<file path="src/rtl/density_clustering_2d_core_assert.svh">
// assertion macros for the clustering core controller
// depends on nothing; included by dc2d_ctrl
`ifndef DENSITY_CLUSTERING_2D_CORE_ASSERT_SVH
`define DENSITY_CLUSTERING_2D_CORE_ASSERT_SVH
`define DC_ASSERT_IMPL(label, clk, rstn, a, c) \
    label: assert property (@(posedge clk) disable iff (!rstn) (a) |-> (c)) \
        else $error("assertion failed");
`define DC_ASSERT_NEXT(label, clk, rstn, a, c) \
    label: assert property (@(posedge clk) disable iff (!rstn) (a) |=> (c)) \
        else $error("assertion failed");
`endif

</file>
<file path="src/rtl/dc2d_pkg.sv">
// package for the clustering core: constants, payload types, states, commands
// depends on nothing
package dc2d_pkg;
    localparam int MaxPoints = 64;
    localparam int IdxW = $clog2(MaxPoints);
    localparam int CntW = $clog2(MaxPoints + 1);
    localparam int LabelW = 7;
    localparam int EpsW = 26;
    localparam int MinW = 7;
    localparam int CfgW = 26;
    localparam logic CfgEps = 1'b0;
    localparam logic CfgMin = 1'b1;

    typedef struct packed {
        logic [15:0] pos_x;
        logic [15:0] pos_y;
        logic        final_point;
    } in_item_t;

    typedef struct packed {
        logic [IdxW-1:0]   point_index;
        logic [LabelW-1:0] cluster_label;
        logic              end_of_labels;
    } out_item_t;

    typedef enum logic [3:0] {
        ST_LOAD, ST_CLEAR, ST_OUTER, ST_CNT_I, ST_CNT_I_END, ST_PUSH, ST_PUSH_END,
        ST_POP, ST_POP_WAIT, ST_CNT_Q, ST_CNT_Q_END, ST_EMIT
    } state_t;

    typedef struct packed {
        logic clear;
        logic load_pt;
        logic scan_start;
        logic scan_step;
        logic cnt_en;
        logic push_en;
        logic new_cluster;
        logic seed_i;
        logic pop;
        logic take_q;
        logic next_i;
        logic emit_start;
        logic emit_step;
    } cmd_t;

    typedef struct packed {
        logic scan_last;
        logic is_core;
        logic i_done;
        logic i_visited;
        logic q_empty;
        logic q_visited;
        logic emit_last;
        logic full;
    } stat_t;
endpackage

</file>
<file path="src/rtl/dc2d_ram.sv">
// generic single write, single registered read ram
// depends on nothing
module dc2d_ram #(
    parameter int Width = 16,
    parameter int Depth = 64
) (
    input  logic                     aclk,
    input  logic                     we,
    input  logic [$clog2(Depth)-1:0] waddr,
    input  logic [Width-1:0]         wdata,
    input  logic [$clog2(Depth)-1:0] raddr,
    output logic [Width-1:0]         rdata
);
    logic [Width-1:0] mem [Depth];
    always_ff @(posedge aclk) begin
        if (we) begin
            mem[waddr] <= wdata;
        end
        rdata <= mem[raddr];
    end
endmodule

</file>
<file path="src/rtl/dc2d_datapath.sv">
// datapath: point stores, neighbor test pipeline, marks, labels, queue
// depends on dc2d_pkg and dc2d_ram
module dc2d_datapath (
    input  logic                   aclk,
    input  logic                   aresetn,
    input  dc2d_pkg::cmd_t         cmd,
    output dc2d_pkg::stat_t        stat,
    input  dc2d_pkg::in_item_t     s_item,
    input  logic [dc2d_pkg::EpsW-1:0] eps_reg_in,
    input  logic [dc2d_pkg::MinW-1:0] min_reg_in,
    output dc2d_pkg::out_item_t    m_item
);
    localparam int IW = dc2d_pkg::IdxW;
    localparam int CW = dc2d_pkg::CntW;

    logic [CW-1:0] count_reg, count_next;
    logic [CW-1:0] i_reg;
    logic [IW-1:0] p_reg;
    logic [CW-1:0] q_reg;
    logic [IW-1:0] q_d1_reg, q_d2_reg, q_d3_reg;
    logic          v_d1_reg, v_d2_reg, v_d3_reg;
    logic          start_d1_reg;
    logic [15:0]   px_reg, py_reg;
    logic [11:0]   dx_reg, dy_reg;
    logic [24:0]   dd_reg;
    logic [CW-1:0] nbr_reg;
    logic [dc2d_pkg::MaxPoints-1:0] visited_reg, queued_reg, labeled_reg;
    logic [dc2d_pkg::LabelW-1:0] cluster_reg;
    logic [CW-1:0] head_reg, tail_reg;
    logic [15:0]   xr, yr;
    logic [IW-1:0] qr;
    logic [IW-1:0] raddr;
    logic [16:0]   ddx, ddy;
    logic          hit;
    logic          qwe;
    logic          lwe;
    logic [IW-1:0] lwaddr, lraddr;
    logic [dc2d_pkg::LabelW-1:0] lwdata, lr;

    assign count_next = count_reg + CW'(1);
    assign raddr = cmd.scan_start ? p_reg : q_reg[IW-1:0];
    assign stat.full = (count_reg == CW'(dc2d_pkg::MaxPoints));

    dc2d_ram #(.Width(16), .Depth(dc2d_pkg::MaxPoints)) u_x (
        .aclk(aclk), .we(cmd.load_pt && !stat.full), .waddr(count_reg[IW-1:0]),
        .wdata(s_item.pos_x), .raddr(raddr), .rdata(xr));
    dc2d_ram #(.Width(16), .Depth(dc2d_pkg::MaxPoints)) u_y (
        .aclk(aclk), .we(cmd.load_pt && !stat.full), .waddr(count_reg[IW-1:0]),
        .wdata(s_item.pos_y), .raddr(raddr), .rdata(yr));
    assign qwe = cmd.push_en && v_d3_reg && hit && !queued_reg[q_d3_reg]
                 && tail_reg < CW'(dc2d_pkg::MaxPoints);
    dc2d_ram #(.Width(IW), .Depth(dc2d_pkg::MaxPoints)) u_q (
        .aclk(aclk), .we(qwe), .waddr(tail_reg[IW-1:0]), .wdata(q_d3_reg),
        .raddr(head_reg[IW-1:0]), .rdata(qr));

    // label store, unlabeled entries read as noise
    assign lwe = cmd.new_cluster || (cmd.take_q && !labeled_reg[qr]);
    assign lwaddr = cmd.new_cluster ? i_reg[IW-1:0] : qr;
    assign lwdata = cmd.new_cluster ? cluster_reg + dc2d_pkg::LabelW'(1) : cluster_reg;
    assign lraddr = cmd.emit_step ? q_reg[IW-1:0] + IW'(1) : q_reg[IW-1:0];
    dc2d_ram #(.Width(dc2d_pkg::LabelW), .Depth(dc2d_pkg::MaxPoints)) u_l (
        .aclk(aclk), .we(lwe), .waddr(lwaddr), .wdata(lwdata),
        .raddr(lraddr), .rdata(lr));

    // stage 1 abs diff, stage 2 square sum
    always_comb begin
        ddx = (px_reg >= xr) ? {1'b0, px_reg - xr} : {1'b0, xr - px_reg};
        ddy = (py_reg >= yr) ? {1'b0, py_reg - yr} : {1'b0, yr - py_reg};
        hit = (dd_reg != 25'd0) && ({1'b0, dd_reg} <= eps_reg_in);
    end

    assign stat.scan_last = !v_d1_reg && !v_d2_reg && !v_d3_reg && (q_reg >= count_reg);
    assign stat.is_core = {1'b0, nbr_reg} >= {1'b0, min_reg_in[CW-1:0]}
                          && min_reg_in <= dc2d_pkg::MinW'(dc2d_pkg::MaxPoints)
                          || min_reg_in == '0;
    assign stat.i_done = (i_reg >= count_reg);
    assign stat.i_visited = visited_reg[i_reg[IW-1:0]];
    assign stat.q_empty = (head_reg >= tail_reg);
    assign stat.q_visited = visited_reg[qr];
    assign stat.emit_last = (q_reg + CW'(1) >= count_reg);

    always_ff @(posedge aclk) begin
        dx_reg <= ddx[15:4];
        dy_reg <= ddy[15:4];
        dd_reg <= 25'(24'(dx_reg) * 24'(dx_reg)) + 25'(24'(dy_reg) * 24'(dy_reg));
        q_d1_reg <= q_reg[IW-1:0];
        q_d2_reg <= q_d1_reg;
        q_d3_reg <= q_d2_reg;
        if (start_d1_reg) begin
            px_reg <= xr;
            py_reg <= yr;
        end
        if (cmd.emit_step) begin
            m_item.point_index <= q_reg[IW-1:0];
            m_item.cluster_label <= labeled_reg[q_reg[IW-1:0]] ? lr : '0;
            m_item.end_of_labels <= stat.emit_last;
        end
    end

    always_ff @(posedge aclk) begin
        if (!aresetn) begin
            count_reg <= '0;
            i_reg <= '0;
            q_reg <= '0;
            v_d1_reg <= 1'b0;
            v_d2_reg <= 1'b0;
            v_d3_reg <= 1'b0;
            start_d1_reg <= 1'b0;
            nbr_reg <= '0;
            visited_reg <= '0;
            queued_reg <= '0;
            labeled_reg <= '0;
            cluster_reg <= '0;
            head_reg <= '0;
            tail_reg <= '0;
            p_reg <= '0;
        end else begin
            v_d1_reg <= cmd.scan_step && (q_reg < count_reg);
            v_d2_reg <= v_d1_reg;
            v_d3_reg <= v_d2_reg;
            start_d1_reg <= cmd.scan_start;
            if (cmd.load_pt && !stat.full) begin
                count_reg <= count_next;
            end
            if (cmd.clear) begin
                i_reg <= '0;
                visited_reg <= '0;
                queued_reg <= '0;
                labeled_reg <= '0;
                cluster_reg <= '0;
            end
            if (cmd.next_i) begin
                i_reg <= i_reg + CW'(1);
            end
            // point address setup for a scan: read p, then walk q
            if (cmd.seed_i) begin
                p_reg <= i_reg[IW-1:0];
                q_reg <= i_reg;
                visited_reg[i_reg[IW-1:0]] <= 1'b1;
            end
            if (cmd.take_q) begin
                p_reg <= qr;
                q_reg <= {1'b0, qr};
                visited_reg[qr] <= 1'b1;
                labeled_reg[qr] <= 1'b1;
            end
            if (cmd.scan_start) begin
                q_reg <= '0;
                nbr_reg <= '0;
            end else if (cmd.scan_step && q_reg < count_reg) begin
                q_reg <= q_reg + CW'(1);
            end
            if (cmd.cnt_en && v_d3_reg && hit) begin
                nbr_reg <= nbr_reg + CW'(1);
            end
            if (qwe) begin
                queued_reg[q_d3_reg] <= 1'b1;
                tail_reg <= tail_reg + CW'(1);
            end
            if (cmd.new_cluster) begin
                cluster_reg <= cluster_reg + dc2d_pkg::LabelW'(1);
                labeled_reg[i_reg[IW-1:0]] <= 1'b1;
                queued_reg[i_reg[IW-1:0]] <= 1'b1;
                head_reg <= '0;
                tail_reg <= '0;
            end
            if (cmd.pop) begin
                head_reg <= head_reg + CW'(1);
            end
            if (cmd.emit_start) begin
                q_reg <= '0;
            end else if (cmd.emit_step) begin
                q_reg <= q_reg + CW'(1);
                if (stat.emit_last) begin
                    count_reg <= '0;
                end
            end
        end
    end
endmodule

</file>
<file path="config.mk">
export PLATFORM = sky130hd
export DESIGN_NAME = dc2d_datapath
export DESIGN_NICKNAME = d
export VERILOG_FILES = /design/src/rtl/density_clustering_2d_core_assert.svh /design/src/rtl/dc2d_pkg.sv /design/src/rtl/dc2d_ram.sv /design/src/rtl/dc2d_datapath.sv
export SDC_FILE = /design/constraint.sdc
export NUM_CORES = 2
export LEC_CHECK = 0
export BUFFER_PORTS_ARGS = -buffer_cell sky130_fd_sc_hd__buf_2
export CORE_ASPECT_RATIO = 0.9
export CORE_MARGIN = 2
export CORE_UTILIZATION = 42
export DETAILED_ROUTE_END_ITERATION = 8
export MAX_ROUTING_LAYER = met4
export SYNTH_ARGS = -nofsm -noshare
export SYNTH_HDL_FRONTEND = slang
export SYNTH_HIERARCHICAL = 1
export SYNTH_SLANG_ARGS = --single-unit
</file>
<file path="constraint.sdc">
create_clock -name aclk -period 9.05 [get_ports aclk]
set_input_delay 0.4525 -clock aclk [delete_from_list [all_inputs] [get_ports aclk]]
set_output_delay 0.4525 -clock aclk [all_outputs]
set_load 0.1 [all_outputs]
</file>
==> impl_results.md <==
- Layout cells sized above 1: 0.1874
- Max Fanout on Critical Path: 13
- Critical Path Source Type: register
- Global-route wire length before repair: ~510,000 um
- Hold Slack: between 90 and 100 ps
- Row cnt: around 200
- Clk root buf: clkbuf_16
- GR peak layer: met2
- Placed cell area: approximately 150,000 um^2
- Setup violators final: 0
- Post-route cell area: 157,600 um^2
- Req. time, crit path: a little under 10,000 ps
- Initial Util: 0.4213
- Max Root-Sink Buffers: 4
- DP HPWL: approximately 210,000 um
- Detail Route Antenna Nets: 0
- Hold WC Path Type: input port to register
- Clock tree from TritonCTS: yes
- Mapped Cells: about 8,400
- Warnings from Yosys: 6
- Total clock sinks: roughly 3,300
- Fin. max-slew vios: 0
- Most frequent cells in the layout: edfxtp_1, mux4_2, nor2_1, inv_1, dfxtp_1
- Register area share after synthesis: 0.6728
- Worst rel slew slack: 0.1633
- Max cap viols: 0
- Met1 Resource Use GR: 0.2932
- Met3 GRT Util: 0.03323
- Worst-Margin Slew: ~1300 ps
- Worst-path cell chain: nand2_1 > fa_1 > fa_1 > fa_1 > fa_1 > fa_1 > fa_1 > fa_1 > inv_1 > ha_1 > a21oi_1 > nor2b_1 > a41oi_1 > o31ai_1 > o21a_1 > a21o_1 > a21oi_1 > xnor2_1
- Via/cell ratio: around 5.8
- Placeable core area: 335,600 um^2
- Top flop regs: u_x/mem x1024, u_y/mem x1024, u_l/mem x448
- Area grow syn2layout: 11.46%
- Seq cells post-synth: roughly 3,300
- Met2 Use GR: 0.3122
- CP max stage delay: 680 ps
- Die width: between 600 and 700 um
- Final period util: 0.7268
- Pin count of the biggest net entering global routing: approximately 140
- DRC viols: 0
- Die height: around 550 um
- Non-Filler Instances: roughly 13,000
- WS Path Type: register to register
- EDFF count, synth: 2,926
- Antenna violations before repair: 28
- Clock transition at path regs: roughly 70 ps
- H-tree Lvls: 5
- Worst skew pair latency: ~900 ps
- CTS buffer count: 338
- Mean Syn Cell Area: about 17 um^2
- Share of flip-flops with an asynchronous set or reset: 0
- Library cells used by synthesis: 89
- Most used cell, CP: fa_1
- Die area: between 300,000 and 400,000 um^2
- Min cycle time layout: 6577 ps
- Initial DRC count: a little over 9,000
- Critical path's slowest cell: dfxtp_1
- Leading cell type in the layout, fill and taps excluded: edfxtp_1
- Ys flop type: edfxtp_1
- Routed wire length: ~350,000 um
- Setup TNS: 0 ps
- Placed Cells: between 10,000 and 15,000
- RSZ-0062 raised after global routing: no
- Run status: completed
- I/O Pins: ~100
- Worst Skew: 75.08 ps
- DRT Pass-1 Iters: 8
- Post-CTS setup buffers: 0
- Syn nets: 8,952
- Filler cell count: roughly 28,000
- Kind of end point of the critical path: register
- Mapped cell area: approximately 140,000 um^2
- Vias in the first global route: 77,110
- Wire per inst: about 26 um
- GRT Total Usage: 0.2062
- Arrival time of the worst setup path: ~7300 ps
- I/O Buffers: around 100
- Hold Violations, Final: 0
- F_max: ~0.15 GHz
- Layout Nets: 9,146
- RePlAce Congestion: slightly below 0.9
- Overflow after GRT: 0
- DR vias: 77,030
==> repair_timing <==
item / in CTS / in global routing
endpoints found under the hold margin: 10 / 0
hold buffers: 3 / 0
resized for setup: 0 / 0
==> final timing paths <==
check	endpoint	slack [ps]	startpoint	cells after the start
max	dd_reg[20]	2470	dy_reg[8]	18
min	visited_reg[7]	100	cmd[5]	3
max reg2reg	dd_reg[20]	2470	dy_reg[8]	18
min reg2reg	q_d3_reg[1]	320	q_d2_reg[1]	0
==> metal layers <==
layer,vias up,part of all wire
li1,33270,-
met1,40020,0.44
met2,3163,0.46
met3,586,0.079
met4,0,0.024
met5,-,0
==> cell type report <==
cell class                      count  area [um^2]  share of cell area
Sequential cell                  3289        95160              0.6038
Multi-Input combinational cell   4230        42150              0.2674
Clock buffer                      440         9125             0.05790
Tap cell                         4488         5615             0.03563
Timing Repair Buffer              328         2330             0.01478
Inverter                          433         1633             0.01036
Clock inverter                    169         1569            0.009956
Antenna cell                        8        20.02           0.0001270
==> synth_stat cells, types with 97 or more instances <==
cell type	n	area share
fa_1	202	0.029
nand3_1	120	0.0042
clkbuf_1	235	0.0062
buf_2	107	0.0038
mux4_2	686	0.11
a21oi_1	285	0.010
o22ai_1	153	0.0068
inv_1	431	0.011
nor2_1	656	0.017
mux2i_1	252	0.018
nor2b_1	109	0.0048
ha_1	243	0.022
a22oi_1	98	0.0052
dfxtp_1	363	0.051
nand2_1	320	0.0085
a211oi_1	105	0.0056
edfxtp_1	2926	0.62
mux2_2	97	0.0077
==> critical path: cells and delay by family, from the launching register on <==
| family | cells | cell delay [ps] |
|---|---|---|
| xor gates and xnor gates | 1 | 130 |
| DFF | 1 | 680 |
| buffers and inverters | 1 | 40 |
| AOI/OAI and AO/OA | 6 | 1220 |
| and+or+nand+nor | 2 | 260 |
| adders and majority gates | 8 | 4130 |
==> per-stage QoR <==
stage | setup slack, ps | util
finish | 2473 | 0.4695
global route | 2068 | 0.4695
CTS | 2448 | 0.4695
detailed placement | 2498 | 0.4375
global placement | 2534 | 0.4375
floorplan | 2991 | -
==> logic make-up (layout without fill, tap and decap cells) <==
logic type | count (synthesis) | in the layout | share of synthesized area
flip-flops | 3289 | 3289 | 0.6728
AND/OR/NAND/NOR | 1573 | 1573 | 0.05241
AO/OA/AOI/OAI | 1090 | 1090 | 0.05155
multiplexers | 1053 | 1053 | 0.1382
buffers and inverters | 907 | 1370 | 0.03066
adder cells (fa/ha/maj) | 446 | 446 | 0.05017
XOR/XNOR | 68 | 68 | 0.004212
other | 0 | 8 | 0
Power is left out: the tool's default activity adds up to more than one toggle a clock period on the data nets, which glitch-free logic cannot reach.
