--- src/rtl/density_clustering_2d_core_assert.svh ---
// assertion macros for the clustering core controller
// depends on nothing; included by dc2d_ctrl
`ifndef DENSITY_CLUSTERING_2D_CORE_ASSERT_SVH
`define DENSITY_CLUSTERING_2D_CORE_ASSERT_SVH
`define DC_ASSERT_IMPL(label, clk, rstn, a, c) \
    label: assert property (@(posedge clk) disable iff (!rstn) (a) |-> (c)) \
        else $error("assertion failed");
`define DC_ASSERT_NEXT(label, clk, rstn, a, c) \
    label: assert property (@(posedge clk) disable iff (!rstn) (a) |=> (c)) \
        else $error("assertion failed");
`endif

--- src/rtl/dc2d_pkg.sv ---
// package for the clustering core: constants, payload types, states, commands
// depends on nothing
package dc2d_pkg;
    localparam int MaxPoints = 64;
    localparam int IdxW = $clog2(MaxPoints);
    localparam int CntW = $clog2(MaxPoints + 1);
    localparam int LabelW = 7;
    localparam int EpsW = 26;
    localparam int MinW = 7;
    localparam int CfgW = 26;
    localparam logic CfgEps = 1'b0;
    localparam logic CfgMin = 1'b1;

    typedef struct packed {
        logic [15:0] pos_x;
        logic [15:0] pos_y;
        logic        final_point;
    } in_item_t;

    typedef struct packed {
        logic [IdxW-1:0]   point_index;
        logic [LabelW-1:0] cluster_label;
        logic              end_of_labels;
    } out_item_t;

    typedef enum logic [3:0] {
        ST_LOAD, ST_CLEAR, ST_OUTER, ST_CNT_I, ST_CNT_I_END, ST_PUSH, ST_PUSH_END,
        ST_POP, ST_POP_WAIT, ST_CNT_Q, ST_CNT_Q_END, ST_EMIT
    } state_t;

    typedef struct packed {
        logic clear;
        logic load_pt;
        logic scan_start;
        logic scan_step;
        logic cnt_en;
        logic push_en;
        logic new_cluster;
        logic seed_i;
        logic pop;
        logic take_q;
        logic next_i;
        logic emit_start;
        logic emit_step;
    } cmd_t;

    typedef struct packed {
        logic scan_last;
        logic is_core;
        logic i_done;
        logic i_visited;
        logic q_empty;
        logic q_visited;
        logic emit_last;
        logic full;
    } stat_t;
endpackage

--- src/rtl/dc2d_ctrl.sv ---
// controller state machine sequencing load, scans, queue and label output
// depends on dc2d_pkg and the assertion header
`include "density_clustering_2d_core_assert.svh"
module dc2d_ctrl (
    input  logic            aclk,
    input  logic            aresetn,
    input  logic            s_valid,
    input  logic            s_final,
    output logic            s_ready,
    output logic            m_valid,
    input  logic            m_ready,
    input  dc2d_pkg::stat_t stat,
    output dc2d_pkg::cmd_t  cmd
);
    dc2d_pkg::state_t state_reg, state_next, ret_reg, ret_next;
    logic m_valid_reg, m_valid_next;
    logic prime_reg, prime_next;
    logic s_acc, m_free;

    assign s_acc = s_valid && s_ready;
    assign m_free = !m_valid_reg || m_ready;
    assign m_valid = m_valid_reg;
    assign s_ready = (state_reg == dc2d_pkg::ST_LOAD);

    always_ff @(posedge aclk) begin
        if (!aresetn) begin
            state_reg <= dc2d_pkg::ST_LOAD;
            ret_reg <= dc2d_pkg::ST_OUTER;
            m_valid_reg <= 1'b0;
            prime_reg <= 1'b0;
        end else begin
            state_reg <= state_next;
            ret_reg <= ret_next;
            m_valid_reg <= m_valid_next;
            prime_reg <= prime_next;
        end
    end

    // scan states: reading p (prime) comes first, then q steps through the stores
    always_comb begin
        state_next = state_reg;
        ret_next = ret_reg;
        prime_next = 1'b0;
        case (state_reg)
            dc2d_pkg::ST_LOAD: if (s_acc && s_final) state_next = dc2d_pkg::ST_CLEAR;
            dc2d_pkg::ST_CLEAR: state_next = dc2d_pkg::ST_OUTER;
            dc2d_pkg::ST_OUTER: begin
                if (stat.i_done) begin
                    state_next = dc2d_pkg::ST_EMIT;
                    prime_next = 1'b1;
                end else if (!stat.i_visited) begin
                    state_next = dc2d_pkg::ST_CNT_I;
                    prime_next = 1'b1;
                end
            end
            dc2d_pkg::ST_CNT_I: if (!prime_reg && stat.scan_last) state_next = dc2d_pkg::ST_CNT_I_END;
            dc2d_pkg::ST_CNT_I_END: begin
                if (stat.is_core) begin
                    state_next = dc2d_pkg::ST_PUSH;
                    prime_next = 1'b1;
                    ret_next = dc2d_pkg::ST_POP;
                end else begin
                    state_next = dc2d_pkg::ST_OUTER;
                end
            end
            dc2d_pkg::ST_PUSH: if (!prime_reg && stat.scan_last) state_next = ret_reg;
            dc2d_pkg::ST_POP: begin
                if (stat.q_empty) state_next = dc2d_pkg::ST_OUTER;
                else state_next = dc2d_pkg::ST_POP_WAIT;
            end
            dc2d_pkg::ST_POP_WAIT: begin
                if (!stat.q_visited) begin
                    state_next = dc2d_pkg::ST_CNT_Q;
                    prime_next = 1'b1;
                end else begin
                    state_next = dc2d_pkg::ST_POP;
                end
            end
            dc2d_pkg::ST_CNT_Q: if (!prime_reg && stat.scan_last) state_next = dc2d_pkg::ST_CNT_Q_END;
            dc2d_pkg::ST_CNT_Q_END: begin
                if (stat.is_core) begin
                    state_next = dc2d_pkg::ST_PUSH;
                    prime_next = 1'b1;
                end else begin
                    state_next = dc2d_pkg::ST_POP;
                end
            end
            dc2d_pkg::ST_EMIT: if (!prime_reg && m_free && stat.emit_last) state_next = dc2d_pkg::ST_LOAD;
            default: state_next = dc2d_pkg::ST_LOAD;
        endcase
    end

    always_comb begin
        cmd = '0;
        m_valid_next = m_valid_reg && !m_ready;
        case (state_reg)
            dc2d_pkg::ST_LOAD: cmd.load_pt = s_acc;
            dc2d_pkg::ST_CLEAR: cmd.clear = 1'b1;
            dc2d_pkg::ST_OUTER: begin
                if (!stat.i_done && !stat.i_visited) cmd.seed_i = 1'b1;
                else if (!stat.i_done) cmd.next_i = 1'b1;
                else cmd.emit_start = 1'b1;
            end
            dc2d_pkg::ST_CNT_I, dc2d_pkg::ST_CNT_Q: begin
                cmd.scan_start = prime_reg;
                cmd.scan_step = !prime_reg;
                cmd.cnt_en = 1'b1;
            end
            dc2d_pkg::ST_CNT_I_END: begin
                if (stat.is_core) begin
                    cmd.new_cluster = 1'b1;
                    cmd.seed_i = 1'b1;
                end
                cmd.next_i = !stat.is_core;
            end
            dc2d_pkg::ST_PUSH: begin
                cmd.scan_start = prime_reg;
                cmd.scan_step = !prime_reg;
                cmd.push_en = 1'b1;
                cmd.next_i = !prime_reg && stat.scan_last && ret_reg == dc2d_pkg::ST_POP
                             && 1'b0;
            end
            dc2d_pkg::ST_POP: cmd.pop = !stat.q_empty;
            dc2d_pkg::ST_POP_WAIT: cmd.take_q = 1'b1;
            dc2d_pkg::ST_CNT_Q_END: cmd.seed_i = 1'b0;
            dc2d_pkg::ST_EMIT: begin
                if (!prime_reg && m_free) begin
                    cmd.emit_step = 1'b1;
                    m_valid_next = 1'b1;
                end
            end
            default: cmd = '0;
        endcase
    end

    `DC_ASSERT_IMPL(a_no_load_busy, aclk, aresetn, state_reg != dc2d_pkg::ST_LOAD, !s_ready)
    `DC_ASSERT_NEXT(a_emit_valid, aclk, aresetn, cmd.emit_step, m_valid)
    `DC_ASSERT_IMPL(a_one_scan_cmd, aclk, aresetn, 1'b1, !(cmd.scan_start && cmd.scan_step))
endmodule

--- config.mk ---
export PLATFORM = sky130hd
export DESIGN_NAME = dc2d_ctrl
export DESIGN_NICKNAME = d
export VERILOG_FILES = /design/src/rtl/dc2d_pkg.sv /design/src/rtl/dc2d_ctrl.sv
export VERILOG_INCLUDE_DIRS = /design/src /design/src/rtl
export SDC_FILE = /design/constraint.sdc
export NUM_CORES = 1
export LEC_CHECK = 0
export BUFFER_PORTS_ARGS = -buffer_cell sky130_fd_sc_hd__buf_4
export CAP_MARGIN = 15
export CORE_ASPECT_RATIO = 0.7
export CORE_MARGIN = 2
export CORE_UTILIZATION = 30
export DETAILED_ROUTE_END_ITERATION = 6
export PLACE_DENSITY = 0.59
export SLEW_MARGIN = 40
export SYNTH_ARGS = -nofsm -noshare
export SYNTH_HDL_FRONTEND = slang
export SYNTH_SLANG_ARGS = --single-unit
export TNS_END_PERCENT = 20
--- constraint.sdc ---
create_clock -name aclk -period 1.8 [get_ports aclk]
set_input_delay 0.36 -clock aclk [delete_from_list [all_inputs] [get_ports aclk]]
set_output_delay 0.36 -clock aclk [all_outputs]
set_load 0.1 [all_outputs]
==> results of run 1 <==
[power groups by stage]
stage               Clock (W)  Sequential, W  Combinational [W]
floorplan                   0       0.000231            0.00130
global placement            0       0.000315            0.00159
detailed placement          0       0.000313            0.00159
CTS                  0.000142       0.000319            0.00169
global route         0.000160       0.000353            0.00192
finish               0.000139       0.000341            0.00181
[kinds of logic after synthesis]
group,after synthesis,synth area share
xor gates and xnor gates,1,0.0140
DFF,7,0.224
AOI/OAI and AO/OA,28,0.313
and+or+nand+nor,44,0.367
buffers and inverters,10,0.0818
[final timing paths]
kind                 from  slack [ns]  cells past startpoint            to
min reg2reg    ret_reg[0]        0.49                      1    ret_reg[0]
min               aresetn        0.39                      2    ret_reg[0]
max          state_reg[3]        0.02                      4        cmd[4]
max reg2reg  state_reg[2]        0.19                      7  state_reg[2]
[layer usage]
| metal | vias up | global-route usage | wire length, um |
|---|---|---|---|
| li1 | 405 | - | - |
| met4 | 0 | 0.0273 | 0 |
| met3 | 0 | 0.0370 | 117 |
| met1 | 355 | 0.242 | 946 |
| met2 | 27 | 0.220 | 917 |
| met5 | - | 0 | 0 |
[layout make-up]
| class | count | area (um2) | share of cell area |
|---|---|---|---|
| Multi-Input combinational cell | 73 | 553 | 0.471 |
| Clock buffer | 4 | 26.3 | 0.0224 |
| Sequential cell | 7 | 156 | 0.133 |
| Inverter | 3 | 11.3 | 0.00958 |
| Timing Repair Buffer | 38 | 400 | 0.341 |
| Tap cell | 22 | 27.5 | 0.0234 |
[cells in the final DEF, fill, tap and decap left out, types with 4 or more instances in the layout]
cell type and count:
a21oi_1 8, buf_12 8, nand2b_1 4, dfxtp_4 4, buf_4 27, nand2_1 10, nor2_2 4
[repair_timing]
item / CTS / global route
resized for setup: 18 / 28
endpoints found under the setup margin: 13 / 12
pin swaps: 1 / 0
buffers inserted: 1 / 0
[per-stage QoR]
step                      hold slack, ns  instance area, um2  setup WS (ns)
final                              0.392                1170         0.0164
after global placement             0.476                 982         0.0306
after CTS                          0.382                1070       -0.00282
after floorplan                    0.463                 711         -0.669
after global routing               0.394                1170        -0.0551
after detailed placement           0.481                 982         0.0199
==> impl_metrics.py, run 1 <==
metrics = {
    "sta": {
        "setup_viol": 0,
        "hold_violations": 0,
        "clock.fmax_ghz": 0.561,
        "timing.final.crit_period_ns": 1.78,
        "grt_setup_unrepaired": "yes",
        "fin_skew_ns": 0.00380,
        "setup_tns_ns": 0,
        "worst-slew-pin-transition_ns": 0.287,
        "min_period_over_period": 0.991,
        "slew_headroom": 0.807,
        "drv_slew": 0,
    },
    "placed_design": {
        "gp_congestion": 0.803,
        "port-buffer-count": 26,
        "dp.cells": 142,
        "dp_hpwl_mm": 1.48,
    },
    "detailed_routing": {
        "via_per_inst": 5.35,
        "drtAntennaViolNets": 0,
        "drc": 1,
        "num_vias": 787,
        "drt-total-wl_mm": 1.98,
        "wl_per_cell_um": 13.5,
        "drtPass1Iterations": 6,
        "drt_iter0_drc": 20,
    },
    "setup_path": {
        "critPathMaxStageDelay_ns": 0.39,
        "worstPathMaxFanout": 9,
        "worstPathCellList": "buf_4, nand2b_1, nor3_4, buf_12",
        "cp_num_buf_inv": 2,
        "required_ns": 1.44,
        "worst_path_max_delay_cell": "dfxtp_4",
        "end_kind": "output port",
        "critical_path_class": "flop to output port",
        "arrival_ns": 1.42,
        "cp-start-kind": "flop",
        "path_delay_family": "simple AND/OR/NAND/NOR gates",
    },
    "yosys": {
        "synthCells": 90,
        "synth.area.top_cells": "dfxtp_1 22%, a21oi_1 7.2%, nand2_1 7.2%, nand2b_1 5.0%, nor3_1 4.8%",
        "synthTopCellsByCount": "12 x nand2_1, 9 x a21oi_1, 8 x nor2_1",
        "synth-seq-area-share": 0.224,
        "synth_edf_count": 0,
        "yosysTopAreaCell": "dfxtp_1",
        "ys.flop_type": "dfxtp_1",
        "ys_warn_count": 0,
        "avgSynthCellArea_um2": 6.97,
        "synthArstFlopShare": 0,
        "syn_area_um2": 627,
        "ys_seq_elements": 7,
        "synth_nets": 103,
        "synth.most_common_cell": "nand2_1",
        "synth_cell_types": 33,
        "synth_top_cell_area_share": 0.224,
    },
    "clock_tree": {
        "clock_path_buffers": 2,
        "h-tree-depth": 1,
        "cts_tree": "yes",
        "clock-sinks": 7,
        "cts_root_buffer": "clkbuf_4",
        "path_clk_slew_ns": 0.05,
        "hold_buffers": 0,
        "insertion_delay_ns": 0.25,
        "cts-buffers-inserted": 3,
    },
    "final_layout": {
        "finalNonFillerCells": 147,
        "nets": 139,
        "area_growth_syn_to_layout_pct": 87.4,
        "largest_reg_flops": 4,
        "drive_above_1_share": 0.544,
        "nFillCells": 180,
        "fin_util": 0.612,
        "antenna_cells": 0,
    },
    "pwr": {
        "p_per_area_nw_per_um2": 1950,
        "clkPwrFrac": 0.061,
        "netSwitchingPower_w": 0.00133,
        "report.power.total_w": 0.00229,
        "cellLeakagePower_nw": 0.479,
        "internal-power_w": 0.000962,
        "combPwrFrac": 0.791,
        "p_sw_frac": 0.580,
        "seq_power_share": 0.149,
        "ir_drop_mv": 0.731,
    },
    "global_route": {
        "grt_max_degree": 14,
        "grt_pass1_wl_mm": 3.03,
        "grt.total_usage": 0.157,
        "antenna_found_initial": 0,
        "grt_remaining_overflow": 0,
        "grt_pass1_vias": 659,
    },
    "die": {
        "dieWidth_um": 58.6,
        "die_h_um": 42.2,
        "start_util": 0.327,
        "pin_count": 28,
        "die_area_um2": 2480,
        "rows": 13,
        "core_area_um2": 1920,
    },
    "run": {
        "drv_cap": 0,
    },
    "hold_path": {
        "min_path_type": "input pin to flop",
    },
    "run_status": {
        "status": "finished with violations",
        "violations": "design-rule violations",
    },
}
Note: power is estimated with default switching activity, not from simulation.
==> inputs of run 2 (changes only) <==
--- a/config.mk
+++ b/config.mk
@@ -8,11 +8,10 @@
 export LEC_CHECK = 0
 export BUFFER_PORTS_ARGS = -buffer_cell sky130_fd_sc_hd__buf_4
 export CAP_MARGIN = 15
-export CORE_ASPECT_RATIO = 0.7
 export CORE_MARGIN = 2
-export CORE_UTILIZATION = 30
+export CORE_UTILIZATION = 40
 export DETAILED_ROUTE_END_ITERATION = 6
-export PLACE_DENSITY = 0.59
+export PLACE_DENSITY = 0.74
 export SLEW_MARGIN = 40
 export SYNTH_ARGS = -nofsm -noshare
 export SYNTH_HDL_FRONTEND = slang
==> constraint.sdc (replaced) <==
create_clock -name aclk -period 2.16 [get_ports aclk]
set_input_delay 0.432 -clock aclk [delete_from_list [all_inputs] [get_ports aclk]]
set_output_delay 0.432 -clock aclk [all_outputs]
set_load 0.1 [all_outputs]
==> impl_metrics.py, run 2 (same netlist as run 1, synthesis figures left out) <==
metrics = {
    "placed_design": {
        "dp_hpwl_mm": 1.42,
        "pre_cts_slack_ns": 0.280,
        "gp_congestion": 0.812,
        "port-buffer-count": 26,
    },
    "setup_path": {
        "arrival_ns": 1.57,
        "end_kind": "output port",
        "critical_path_class": "flop to output port",
        "cp_num_buf_inv": 2,
        "worstPathMaxFanout": 10,
        "cp_common_cell": "buf_4",
        "worst_path_max_delay_cell": "dfxtp_2",
        "critPathMaxStageDelay_ns": 0.42,
        "worstPathCellList": "buf_4, nor2b_1, a21oi_1, nor3_2, buf_4",
        "cp-start-kind": "flop",
        "required_ns": 1.73,
        "path_delay_family": "buffers and inverters",
    },
    "detailed_routing": {
        "drtPass1Iterations": 4,
        "wl_per_cell_um": 13.3,
        "drc": 0,
        "wl_met1_um": 793,
        "route.met2.wl_um": 916,
        "drtAntennaViolNets": 0,
        "via_per_inst": 5.73,
        "route.met3.wl_um": 89,
        "highest-signal-layer": "met4",
        "drt-total-wl_mm": 1.81,
        "drt_iter0_drc": 8,
        "num_vias": 779,
    },
    "sta": {
        "fin_skew_ns": 0.00622,
        "setup_viol": 0,
        "grt_setup_unrepaired": "no",
        "slew_headroom": 0.770,
        "layout_setup_ws_ns": 0.163,
        "setup_tns_ns": 0,
        "min_period_over_period": 0.925,
        "clock.fmax_ghz": 0.501,
        "worst-slew-pin-transition_ns": 0.342,
        "hold_violations": 0,
        "timing.final.crit_period_ns": 2.00,
        "drv_slew": 0,
    },
    "final_layout": {
        "largest_reg_flops": 4,
        "final_common_cell": "buf_4",
        "drive_above_1_share": 0.467,
        "area_growth_syn_to_layout_pct": 54.5,
        "fin_util": 0.650,
        "layout_common_cells": "32 x buf_4, 12 x nand2_1, 8 x a21oi_1",
        "antenna_cells": 0,
        "nets": 134,
    },
    "die": {
        "core_area_um2": 1490,
        "die_h_um": 43.6,
        "rows": 14,
        "die_area_um2": 1900,
        "dieWidth_um": 43.6,
        "start_util": 0.421,
        "pin_count": 28,
    },
    "run_status": {
        "status": "finished clean",
    },
    "clock_tree": {
        "hold_buffers": 0,
        "h-tree-depth": 1,
        "cts_tree": "yes",
        "clock-sinks": 7,
        "cts_root_buffer": "clkbuf_4",
        "insertion_delay_ns": 0.25,
        "post_cts_buffers": 0,
        "path_clk_slew_ns": 0.05,
        "cts-buffers-inserted": 3,
        "clock_path_buffers": 2,
    },
    "global_route": {
        "grt_remaining_overflow": 0,
        "grt_max_degree": 13,
        "grt_pass1_wl_mm": 3.13,
        "grt.total_usage": 0.214,
        "antenna_found_initial": 0,
        "grt_pass1_vias": 716,
    },
    "pwr": {
        "ir_drop_mv": 1.16,
        "cellLeakagePower_nw": 0.417,
        "p_per_area_nw_per_um2": 1710,
    },
    "run": {
        "drv_cap": 0,
    },
    "hold_path": {
        "min_path_type": "input pin to flop",
    },
}
==> run 2: stage by stage <==
stage / area (um2) / hold WS, ns / power (W) / std cells
floorplan: 703 / 0.463 / 0.00126 / 90
global placement: 931 / 0.480 / 0.00150 / 132
detailed placement: 931 / 0.496 / 0.00152 / 132
CTS: 961 / 0.457 / 0.00164 / 136
global route: 968 / 0.454 / 0.00175 / 136
finish: 968 / 0.455 / 0.00166 / 136
==> run 2: timing repair <==
item,in CTS,in global routing
pin swaps,0,1
endpoints found under the setup margin,1,7
gates resized for setup,1,5
==> run 2: layout make-up <==
class | count | area [um2]
Sequential cell | 7 | 146
Inverter | 3 | 11.3
Clock buffer | 4 | 26.3
Tap cell | 16 | 20.0
Timing Repair Buffer | 33 | 251
Multi-Input combinational cell | 73 | 513
Fill cell | 130 | 520
==> run 2: path summary, 6_finish.rpt <==
kind	from	slack, ns	to	cells after the start
setup / recovery	state_reg[1]	0.16	cmd[2]	5
hold / removal	aresetn	0.45	state_reg[3]	2
setup reg to reg	state_reg[3]	0.58	state_reg[0]	5
hold reg to reg	ret_reg[0]	0.50	ret_reg[0]	1
==> run 2: where the power goes <==
group | total, W | leakage [nW] | switching [W] | internal, W
logic | 0.00126 | 0.343 | 0.000884 | 0.000373
clock network | 0.000117 | 0.0150 | 0.0000463 | 0.0000704
registers | 0.000282 | 0.0592 | 0.000108 | 0.000174
==> run 2: metal layers <==
layer  vias up  track usage
met5         -            0
met4         0       0.0182
met3         2       0.0500
met2        18        0.368
met1       373        0.282
li1        386            -
